**src/rtl/core/cci_isqrt.sv**
```systemverilog
// Pipelined integer square root, one root bit per register stage.
// Standalone; used twice by circle_circle_intersection.
module cci_isqrt #(
  parameter int N      = 8,
  parameter int SIDE_W = 1
) (
  input  logic              clk_i,
  input  logic              rst_ni,
  input  logic              valid_i,
  input  logic [2*N-1:0]    rad_i,
  input  logic [SIDE_W-1:0] side_i,
  output logic              valid_o,
  output logic [N-1:0]      root_o,
  output logic [SIDE_W-1:0] side_o
);

  logic              v_q    [N];
  logic [N+1:0]      rem_q  [N];
  logic [N-1:0]      root_q [N];
  logic [2*N-1:0]    x_q    [N];
  logic [SIDE_W-1:0] side_q [N];

  for (genvar k = 0; k < N; k++) begin : g_stage
    logic              v_in;
    logic [N+1:0]      rem_in;
    logic [N-1:0]      root_in;
    logic [2*N-1:0]    x_in;
    logic [SIDE_W-1:0] side_in;
    logic [N+1:0]      rem_sh;
    logic [N+1:0]      trial;
    logic              ge;

    if (k == 0) begin : g_first
      assign v_in    = valid_i;
      assign rem_in  = '0;
      assign root_in = '0;
      assign x_in    = rad_i;
      assign side_in = side_i;
    end else begin : g_next
      assign v_in    = v_q[k-1];
      assign rem_in  = rem_q[k-1];
      assign root_in = root_q[k-1];
      assign x_in    = x_q[k-1];
      assign side_in = side_q[k-1];
    end

    // remainder stays below 2^(k+1) here, so the top bits drop safely
    assign rem_sh = {rem_in[N-1:0], x_in[2*N-1 -: 2]};
    assign trial  = {root_in, 2'b01};
    assign ge     = rem_sh >= trial;

    always_ff @(posedge clk_i or negedge rst_ni) begin
      if (!rst_ni) begin
        v_q[k] <= 1'b0;
      end else begin
        v_q[k] <= v_in;
      end
    end

    always_ff @(posedge clk_i) begin
      rem_q[k]  <= ge ? rem_sh - trial : rem_sh;
      root_q[k] <= {root_in[N-2:0], ge};
      x_q[k]    <= x_in << 2;
      side_q[k] <= side_in;
    end
  end

  assign valid_o = v_q[N-1];
  assign root_o  = root_q[N-1];
  assign side_o  = side_q[N-1];

endmodule
```
**config.mk**
```make
export PLATFORM = sky130hd
export DESIGN_NAME = cci_isqrt
export DESIGN_NICKNAME = d
export VERILOG_FILES = /design/src/rtl/core/cci_isqrt.sv
export SDC_FILE = /design/constraint.sdc
export NUM_CORES = 1
export LEC_CHECK = 0
export ABC_AREA = 1
export BUFFER_PORTS_ARGS = -buffer_cell sky130_fd_sc_hd__clkbuf_2
export CORE_MARGIN = 2
export CORE_UTILIZATION = 55
export DETAILED_ROUTE_END_ITERATION = 6
export GPL_ROUTABILITY_DRIVEN = 1
export PLACE_DENSITY = 0.73
export SLEW_MARGIN = 40
export SYNTH_ARGS = -nofsm -noshare
export SYNTH_HDL_FRONTEND = slang
export SYNTH_SLANG_ARGS = --single-unit
```
**constraint.sdc**
```tcl
create_clock -name clk_i -period 1.8 [get_ports clk_i]
set_input_delay 0.18 -clock clk_i [delete_from_list [all_inputs] [get_ports clk_i]]
set_output_delay 0.18 -clock clk_i [all_outputs]
set_load 0.01 [all_outputs]
```
# After elaboration in Yosys (flattened, before gate mapping)
# Memories as Yosys holds them, arrays and structs flattened.
# Index checks and enable logic that the tools add are counted.
[totals] register_bits=8 ramBits=264 out_inout_bits=10 wordCells=36 n_memories=4
[memory_table] memory="x_q" depth=8 width=14 read_ports=7 rd_ports_with_merged_regs=0 write_ports=8 line_no="20" rtl="logic [2*N-1:0] x_q [N];"
[memory_table] memory="rem_q" depth=8 width=10 read_ports=7 rd_ports_with_merged_regs=0 write_ports=8 line_no="18" rtl="logic [N+1:0] rem_q [N];"
[memory_table] memory="root_q" depth=8 width=8 read_ports=8 rd_ports_with_merged_regs=0 write_ports=8 line_no="19" rtl="logic [N-1:0] root_q [N];"
[memory_table] memory="side_q" depth=8 width=1 read_ports=8 rd_ports_with_merged_regs=0 write_ports=8 line_no="21" rtl="logic [SIDE_W-1:0] side_q [N];"
[classes] n_addsub=8 n_lt_le_gt_ge=8 muxes=8
[ops] operator="two-way mux 10 bit" count=8
[ops] operator=">= comparator 10 bit" count=7
[ops] operator="subtractor 10 bit" count=7
[ops] operator="subtractor 2 x 1 -> 3 bit (second input constant)" count=1
[ops] operator=">= comparator 2 x 1 -> 1 bit (second input constant)" count=1

# Logic depth before layout (Yosys ltp)
# Gate-level depths: netlist (run 1).
# An unclocked memory read counts as a cell.
[depth] word_depth=3 ltp_mapped=11 depth_no_buf=11

# Worst setup path after synthesis (run 1)
# OpenSTA, ideal clock, no wires.
[synth_path] kind="register -> register" from="mem root_q[4][3], in the netlist root_q[1][3]" to="mem rem_q[5][6] in the netlist's numbering" setup_time_ns=0.118 arrival_ns=1.322 slack_ns=0.360 path_stages_with_launch=9 path_buffers=0 cell_sequence="dfxtp_1 -> inv_1 -> ha_1 -> nand2_1 -> nor2_1 -> a21oi_4 -> clkinv_1 -> o21ai_1 -> nor2_1"
[synth_lines] element="start: declaration" line_no="19"
[synth_lines] element="end: declaration" line_no="18"

==> results of run 1 <==
-- report_power, final --
group          switching [W]  internal [W]
registers           0.000324       0.00417
logic                0.00174       0.00115
clock network        0.00168       0.00184
-- metal layers --
metal | vias to the layer above | share of wire
li1 | 2138 | -
met2 | 71 | 0.50
met1 | 1838 | 0.46
met4 | 0 | 0.012
met3 | 12 | 0.029
met5 | - | 0
-- cell usage after synthesis --
master and number:
a21boi_0 1, a21o_1 2, a21oi_1 12, a21oi_2 5
a21oi_4 1, buf_12 1, clkinv_1 4, conb_1 1
dfrtp_1 8, dfxtp_1 151, ha_1 40, inv_1 101
inv_2 6, nand2_1 137, nand2_2 12, nand2_4 4
nand3_1 45, nand3_2 4, nand3b_1 1, nand4_1 4
nand4_4 1, nor2_1 35, nor2_2 3, nor2_4 3
nor2_8 1, nor3_1 3, o2111ai_1 1, o211ai_1 1
o21a_1 1, o21ai_0 8, o21ai_1 9, o21ai_2 6
o21bai_1 1, or2_0 1, or2_1 5, or2_2 1
xnor2_1 7, xor2_1 13
-- worst max-delay path: cells and delay by family (launching register included) --
family / cells / cell delay, ps
buffers and inverters: 2 / 140
AND/OR/NAND/NOR: 7 / 680
flip-flops: 1 / 350
adder cells (fa/ha/maj): 1 / 330
-- repair_timing --
| item | in CTS | in global routing |
|---|---|---|
| hold endpoints to repair | 27 | 0 |
| setup endpoints to repair | 0 | 6 |
| hold buffers | 20 | 0 |
| gates resized for setup | 0 | 1 |
| setup buffers | 0 | 3 |
-- final cells by class --
type | count | area [sq um]
Fill cell | 782 | 3290
Timing Repair Buffer | 54 | 395
Clock inverter | 15 | 209
Sequential cell | 159 | 3220
Inverter | 111 | 417
Clock buffer | 17 | 414
Multi-Input combinational cell | 369 | 2210
Tap cell | 136 | 170
-- stage by stage --
step / cell area, sq um / std cells
floorplan: 5870 / 640
global placement: 6180 / 806
detailed placement: 6180 / 806
CTS: 7000 / 858
global route: 7040 / 861
finish: 7040 / 861
-- worst min path at each step --
stage / cells past startpoint / to / from
finish: 2 / g_stage[3].v_in$_DFF_PN0_ / rst_ni
detailed placement: 1 / g_stage[1].v_in$_DFF_PN0_ / rst_ni
global placement: 1 / g_stage[1].v_in$_DFF_PN0_ / rst_ni
global route: 2 / g_stage[3].v_in$_DFF_PN0_ / rst_ni
CTS: 2 / g_stage[2].v_in$_DFF_PN0_ / rst_ni
floorplan: 0 / g_stage[1].v_in$_DFF_PN0_ / rst_ni
-- registers in the layout, indices dropped and copies added (netlist names) --
signal / flops
side_q: 8
x_q: 56
g_stage.v_in: 7
rem_q: 51
valid_o: 1
root_q: 36
-- cell families after synthesis --
group / count (synthesis) / synth area share
adders and majority gates: 40 / 0.0853
and+or+nand+nor: 260 / 0.207
DFF: 159 / 0.549
xor gates and xnor gates: 20 / 0.0299
buffers and inverters: 112 / 0.0744
AOI/OAI and AO/OA: 48 / 0.0531
other: 1 / 0.000639
-- cell usage in the layout (no fill, tap or decap), types with 2 or more instances in the layout --
cell / n
dfxtp_1: 151
nand2_1: 137
inv_1: 101
nand3_1: 45
ha_1: 39
nor2_1: 35
clkbuf_2: 29
dlygate4sd3_1: 20
clkbuf_16: 16
xor2_1: 13
a21oi_1: 12
nand2_2: 12
o21ai_1: 9
clkinv_8: 9
o21ai_0: 8
dfrtp_1: 8
xnor2_1: 7
inv_2: 6
o21ai_2: 6
or2_1: 5
a21oi_2: 5
nand3_2: 4
clkinv_1: 4
nand2_4: 4
nand4_1: 4
buf_4: 4
nor3_1: 3
nor2_2: 3
nor2_4: 3
a21o_1: 2
inv_6: 2
clkinv_4: 2
==> summary.md, run 1 <==
| Metric | Value |
|---|---|
| Slack of the critical path | `154 ps` |
| Total grt overflow | `0` |
| Met2 Resource Use GR | `0.331` |
| Clock sinks | `159` |
| Drc violations | `0` |
| Max Fclk | `607 MHz` |
| Reg-to-Reg End | `rem_q[6][4]$_DFF_P_` |
| Max-slew violations | `0` |
| Number of port buffers | `29` |
| Clock Latency Late Sink | `530 ps` |
| WP data arrival | `2060 ps` |
| Tmin final | `1650 ps` |
| Vias in the first global route | `4,001` |
| 1st-pass router iterations | `4` |
| Largest net degree at the start of global routing | `21` |
| GRT Util Overall | `0.195` |
| Worst Setup SP | `root_q[1][10]$_DFF_P_` |
| WL/cell | `11.9 um` |
| Die width | `107 um` |
| Nets@finish | `772` |
| Cells after Synth | `640` |
| Placeable Area | `10,300 sq um` |
| Final ANT Viol Nets | `0` |
| Layout cells sized above 1 | `0.157` |
| Leading area contributor after synthesis | `dfxtp_1` |
| Total power | `0.0109 W` |
| RD Place Congestion | `0.881` |
| Grt met3 use | `0.0400` |
| Worst Skew | `13.2 ps` |
| R2R Setup Slk | `150 ps` |
| Peak VDD IR | `0.751 mV` |
| Setup WS pre-CTS | `153 ps` |
| Hold Slack | `20.1 ps` |
| Final Cycle Share | `0.915` |
| Average cell area after synthesis | `9.17 sq um` |
| Die ar. | `11,500 sq um` |
| # Max-Cap Violations | `0` |
| Via count | `4,059` |
| DR vias/cell | `4.71` |
| Depth of the CTS H-tree | `4` |
| Library cells used by synthesis | `38` |
| Crit-path most repeated cell | `nand2_1` |
| GRT met1 Usage | `0.242` |
| Clock transition at the registers of the reported paths | `80 ps` |
| Starting Density | `0.568` |
| Capture point of the worst path | `rem_q[6][4]$_DFF_P_` |
| Final setup viols | `0` |
| #FFs+latches synth | `159` |
| Post-layout util | `0.682` |
| Outcome | `completed` |
| CTS root buffer | `clkbuf_8` |
| Worst R2R Start | `root_q[1][10]$_DFF_P_` |
| Cell row count | `37` |
| Syn Std Cell Area | `5870 sq um` |
| Ant diodes | `0` |
| Seq/Total Area, Yosys | `0.549` |
| Setup TNS | `0 ps` |
| Syn Nets | `700` |
| Endpoints failing hold | `0` |
| Top post-synthesis cells by area | `dfxtp_1 (52%), nand2_1 (8.8%), ha_1 (8.5%)` |
| HP Class | `primary input to asynchronous set/reset pin` |
| CTS tree | `done` |
| Initial antenna violation count | `0` |
| Num CTS Buffers | `17` |
| Type of origin of the critical path | `flop` |
| Yosys warnings | `0` |
| Global-route wire length before repair | `17.5 mm` |
| WL final | `10.3 mm` |
| Reg2Reg Depth | `10` |
| Slowest cell on crit path | `dfxtp_1` |
| Worst Setup Path Type | `flop to flop` |
| CTS max path bufs | `2` |
| Grt peak-use layer | `met2` |
| Area grow syn2layout | `20.0%` |
| CP peak stage delay | `350 ps` |
| Crit path cell chain | `inv_1 -> ha_1 -> nand2_1 -> clkinv_1 -> nand2_1 -> nand2_1 -> nand2_1 -> nand4_4 -> nand2_1 -> nand2_1` |
| CP max FO | `9` |
| Power Density | `1550 nW/um^2` |
| Die Ht | `107 um` |
| Synth top area share | `0.515` |
| DR iter-0 viols | `138` |
| IO Count | `30` |
| Crit end category | `flop` |
| Unrepaired setup endpoints after global routing | `no` |
| DPL Wire Length | `7.22 mm` |
| Data required, critical path | `2210 ps` |
| Pleak | `3.69 nW` |
No activity file was read; power rests on OpenSTA's default activity.
==> inputs of run 2 (changes only) <==
Settings changed: CORE_UTILIZATION 55 to 38, PLACE_DENSITY 0.73 to not set.
==> summary.md, run 2 (synthesized netlist as in run 1, its figures left out) <==
| Metric | Value |
|---|---|
| Clock power share | `0.319` |
| Unrepaired setup endpoints after global routing | `no` |
| Depth of the CTS H-tree | `4` |
| Initial antenna violation count | `0` |
| Via count | `3,942` |
| Sw Share | `0.311` |
| 1st-pass router iterations | `4` |
| Area grow syn2layout | `20.2%` |
| Pleak | `3.68 nW` |
| Biggest regs | `x_q x56, rem_q x51, root_q x36` |
| Final Cycle Share | `0.931` |
| Vias in the first global route | `3,775` |
| Setup TNS | `0 ps` |
| Starting Density | `0.387` |
| Type of origin of the critical path | `flop` |
| Worst Skew | `8.65 ps` |
| Outcome | `completed` |
| Peak VDD IR | `0.797 mV` |
| Num CTS Buffers | `17` |
| Power Density | `1530 nW/um^2` |
| WL final | `9.30 mm` |
| Worst Setup Path Type | `flop to flop` |
| Data required, critical path | `2100 ps` |
| Tmin final | `1680 ps` |
| Clock sinks | `159` |
| Placeable Area | `15,100 sq um` |
| Most frequent cells in the layout | `dfxtp_1 (151), nand2_1 (137), inv_1 (101)` |
| WP data arrival | `1970 ps` |
| GRT Util Overall | `0.127` |
| DR iter-0 viols | `175` |
| Leading cell type in the layout, fill and taps excluded | `dfxtp_1` |
| Max Fclk | `597 MHz` |
| Setup WS pre-CTS | `135 ps` |
| R2R Setup Slk | `120 ps` |
| Endpoints failing hold | `0` |
| DPL Wire Length | `7.20 mm` |
| CTS root buffer | `clkbuf_16` |
| CP max FO | `9` |
| Final ANT Viol Nets | `0` |
| HP Class | `primary input to asynchronous set/reset pin` |
| IO Count | `30` |
| CTS tree | `done` |
| Crit end category | `flop` |
| Ant diodes | `0` |
| Final setup viols | `0` |
| Total grt overflow | `0` |
| WL/cell | `10.2 um` |
| RD Place Congestion | `0.851` |
| Cell row count | `45` |
| Reg power frac | `0.418` |
| Gate power share | `0.263` |
| CTS max path bufs | `2` |
| Die Ht | `128 um` |
| Layout cells sized above 1 | `0.153` |
| Nets@finish | `771` |
| Number of port buffers | `29` |
| Drc violations | `0` |
| Max-slew violations | `0` |
| Slack of the critical path | `125 ps` |
| Pint | `0.00741 W` |
| # Max-Cap Violations | `0` |
| Clock Latency Late Sink | `410 ps` |
| Reg with most FFs | `x_q` |
| Max reg flops | `56` |
| Psw | `0.00334 W` |
| Die ar. | `16,400 sq um` |
| Clock transition at the registers of the reported paths | `60 ps` |
| DR vias/cell | `4.32` |
| Die width | `128 um` |
| Global-route wire length before repair | `16.4 mm` |
| Largest net degree at the start of global routing | `17` |
==> run 2: path summary, 6_finish.rpt <==
| path | start | to | cells after the start |
|---|---|---|---|
| hold / removal | rst_ni | g_stage[2].v_in$_DFF_PN0_ | 2 |
| min in group clk_i | x_q[3][9]$_DFF_P_ | x_q[4][11]$_DFF_P_ | 0 |
| setup reg to reg | root_q[1][11]$_DFF_P_ | rem_q[6][6]$_DFF_P_ | 10 |
| hold reg to reg | x_q[3][9]$_DFF_P_ | x_q[4][11]$_DFF_P_ | 0 |
| max in group asynchronous | rst_ni | g_stage[3].v_in$_DFF_PN0_ | 2 |
| setup / recovery | root_q[1][11]$_DFF_P_ | rem_q[6][6]$_DFF_P_ | 10 |
==> run 2: area by class of cell <==
cell class                      instances  area [sq um]
Clock buffer                           19           443
Fill cell                            1419          8100
Clock inverter                         13           136
Timing Repair Buffer                   53           388
Tap cell                              188           235
Sequential cell                       159          3220
Inverter                              111           417
Multi-Input combinational cell        369          2210
==> run 2: critical path: stages, from the launching register on <==
cell and delay [ps]:
dfxtp_1 370, inv_1 60, ha_1 370, nand2_1 150
clkinv_1 90, nand2_1 70, nand2_1 50, nand2_1 90
nand4_4 150, nand2_1 110, nand2_1 50
==> run 2: timing repair <==
item                                   in CTS  in global routing
setup endpoints to repair                   0                  1
endpoints found under the hold margin      27                  0
hold buffers                               20                  0
setup buffers                               0                  1
resized for setup                           0                  0
==> run 2: power groups by stage <==
stage | Clock [W] | Combinational, W | Sequential, W
after global placement | 0 | 0.00275 | 0.00457
after detailed placement | 0 | 0.00280 | 0.00457
after floorplan | 0 | 0.00221 | 0.00448
final | 0.00343 | 0.00283 | 0.00449
after global routing | 0.00369 | 0.00330 | 0.00456
after CTS | 0.00353 | 0.00285 | 0.00450
==> run 2: metal layers <==
layer / vias up / routed length, um / GRT usage / share of wire
met1: 1752 / 4430 / 0.152 / 0.48
met5: - / 0 / 0 / 0
met3: 9 / 240 / 0.0355 / 0.026
met2: 55 / 4480 / 0.208 / 0.48
met4: 0 / 147 / 0.0659 / 0.016
li1: 2126 / - / - / -
==> run 2: through the flow <==
step / hold slack [ps] / area, sq um / cells / total power, W / util
after floorplan: -116 / 5870 / 640 / 0.00669 / -
after global placement: 28.0 / 6250 / 859 / 0.00733 / 0.413
after detailed placement: 32.9 / 6250 / 859 / 0.00738 / 0.413
after CTS: 123 / 7030 / 911 / 0.0109 / 0.464
after global routing: 133 / 7050 / 912 / 0.0116 / 0.465
final: 143 / 7050 / 912 / 0.0108 / 0.465
==> inputs of run 3 (changes only) <==
Settings changed: CELL_PAD_IN_SITES_DETAIL_PLACEMENT set to 1, CELL_PAD_IN_SITES_GLOBAL_PLACEMENT set to 2, PLACE_DENSITY_LB_ADDON set to 0.1.
Clock period 1.8 ns to 2.15 ns, I/O delays scaled along.
==> summary.md, run 3 (synthesized netlist as in run 1, its figures left out) <==
| Metric | Value |
|---|---|
| CP max FO | `13` |
| Endpoints failing hold | `0` |
| Final Cycle Share | `0.817` |
| GRT Util Overall | `0.154` |
| HP Class | `primary input to asynchronous set/reset pin` |
| Num CTS Buffers | `17` |
| CP top delay family | `simple AND/OR/NAND/NOR gates` |
| CTS tree | `done` |
| Crit end category | `flop` |
| Die ar. | `16,400 sq um` |
| Post-CTS setup buffer count | `0` |
| RD Place Congestion | `0.811` |
| Starting Density | `0.387` |
| Setup TNS | `0 ps` |
| Gate power share | `0.261` |
| Post-CTS Hold Buffers | `20` |
| Largest net degree at the start of global routing | `17` |
| Placeable Area | `15,100 sq um` |
| Hold Slack | `171 ps` |
| Sw Share | `0.325` |
| Worst Skew | `6.54 ps` |
| Pleak | `3.67 nW` |
| Depth of the CTS H-tree | `4` |
| Max Fclk | `569 MHz` |
| Number of port buffers | `29` |
| DR vias/cell | `4.44` |
| CP peak stage delay | `380 ps` |
| Power Density | `1320 nW/um^2` |
| Vias in the first global route | `4,337` |
| DPL Wire Length | `8.89 mm` |
| Reg power frac | `0.405` |
| Ant diodes | `0` |
| WL/cell | `12.6 um` |
| WL final | `11.5 mm` |
| Post-CTS Resized | `0` |
| Leading cell type in the layout, fill and taps excluded | `dfxtp_1` |
| Biggest regs | `x_q x56, rem_q x51, root_q x36` |
| Psw | `0.00303 W` |
| Worst Setup Path Type | `flop to flop` |
| Final ANT Viol Nets | `0` |
| Pint | `0.00630 W` |
| Unrepaired setup endpoints after global routing | `no` |
| Tmin final | `1760 ps` |
| Crit path cell chain | `inv_1 -> ha_1 -> nand2_1 -> nand2_1 -> nand2_1 -> nand3_2 -> nor2_4 -> o21ai_1` |
| Area grow syn2layout | `20.3%` |
| Type of origin of the critical path | `flop` |
| CTS root buffer | `clkbuf_16` |
| Slowest cell on crit path | `nor2_4` |
| Clock sinks | `159` |
| Clock Latency Late Sink | `410 ps` |
| # Max-Cap Violations | `0` |
| Die Ht | `128 um` |
| 1st-pass router iterations | `4` |
| Max-slew violations | `0` |
| Max reg flops | `56` |
| Nets@finish | `768` |
| Data required, critical path | `2420 ps` |
| Clock power share | `0.334` |
| CTS max path bufs | `2` |
| Peak VDD IR | `0.639 mV` |
| Die width | `128 um` |
| Crit-path most repeated cell | `nand2_1` |
| Drc violations | `0` |
| Reg with most FFs | `x_q` |
| Outcome | `completed` |
| DR iter-0 viols | `131` |
| Total grt overflow | `0` |
| Cell row count | `45` |
| Clock transition at the registers of the reported paths | `60 ps` |
| Via count | `4,034` |
| Global-route wire length before repair | `19.8 mm` |
| Layout cells sized above 1 | `0.151` |
| WP data arrival | `2030 ps` |
| Initial antenna violation count | `0` |
| IO Count | `30` |
| WP buf/inv | `1` |
| Final setup viols | `0` |
| Most frequent cells in the layout | `dfxtp_1 (151), nand2_1 (137), inv_1 (101)` |
[run 3: cell count changes in the layout (fill, tap and decap cells not counted)]
cell        change
clkinv_4        -2
clkinv_2        -4
inv_6           +3
buf_12          -1
bufinv_16       +1
clkbuf_8        -1
clkinvlp_4      +1
inv_8           +3
buf_4           -2
clkbuf_1        -1
[run 3: per-layer routing]
metal | vias up | wire length [um] | global-route usage
met5 | - | 0 | 0
met2 | 36 | 5620 | 0.269
met4 | 0 | 156 | 0.0562
li1 | 2112 | - | -
met1 | 1874 | 5470 | 0.186
met3 | 12 | 209 | 0.0326
[run 3: power by group through the flow]
stage          Sequential (W)  Combinational, W  Clock (W)
2_1_floorplan         0.00375           0.00185          0
3_3_place_gp          0.00386           0.00237          0
3_5_place_dp          0.00385           0.00243          0
4_1_cts               0.00379           0.00248    0.00321
5_1_grt               0.00385           0.00283    0.00335
6_report              0.00378           0.00244    0.00312
[run 3: final cells by class]
type	count	area (sq um)
inverter	111	417
sequential	159	3220
clock inverter	15	196
fill	1756	8090
tap	188	235
timing repair buffer	50	353
clock buffer	17	425
multi-input combinational	369	2210
[run 3: metrics by stage]
stage	std cells	instance area (sq um)	setup WS, ps	total power [W]	util
after floorplan	640	5870	710	0.00560	-
after global placement	857	6230	397	0.00623	0.412
after detailed placement	857	6230	374	0.00628	0.412
after CTS	909	7060	356	0.00948	0.466
after global routing	909	7060	207	0.0100	0.466
final	909	7060	393	0.00934	0.466
[run 3: path summary, 6_finish.rpt]
| kind | start | to | slack, ps | cells after the start |
|---|---|---|---|---|
| min | rst_ni | g_stage[1].v_in$_DFF_PN0_ | 170 | 2 |
| max in group asynchronous | rst_ni | g_stage[5].v_in$_DFF_PN0_ | 1810 | 2 |
| min in group clk_i | x_q[2][9]$_DFF_P_ | x_q[3][11]$_DFF_P_ | 330 | 0 |
| min reg2reg | x_q[2][9]$_DFF_P_ | x_q[3][11]$_DFF_P_ | 330 | 0 |
| max reg2reg | root_q[0][17]$_DFF_P_ | rem_q[3][3]$_DFF_P_ | 390 | 8 |
| max | root_q[0][17]$_DFF_P_ | rem_q[3][3]$_DFF_P_ | 390 | 8 |
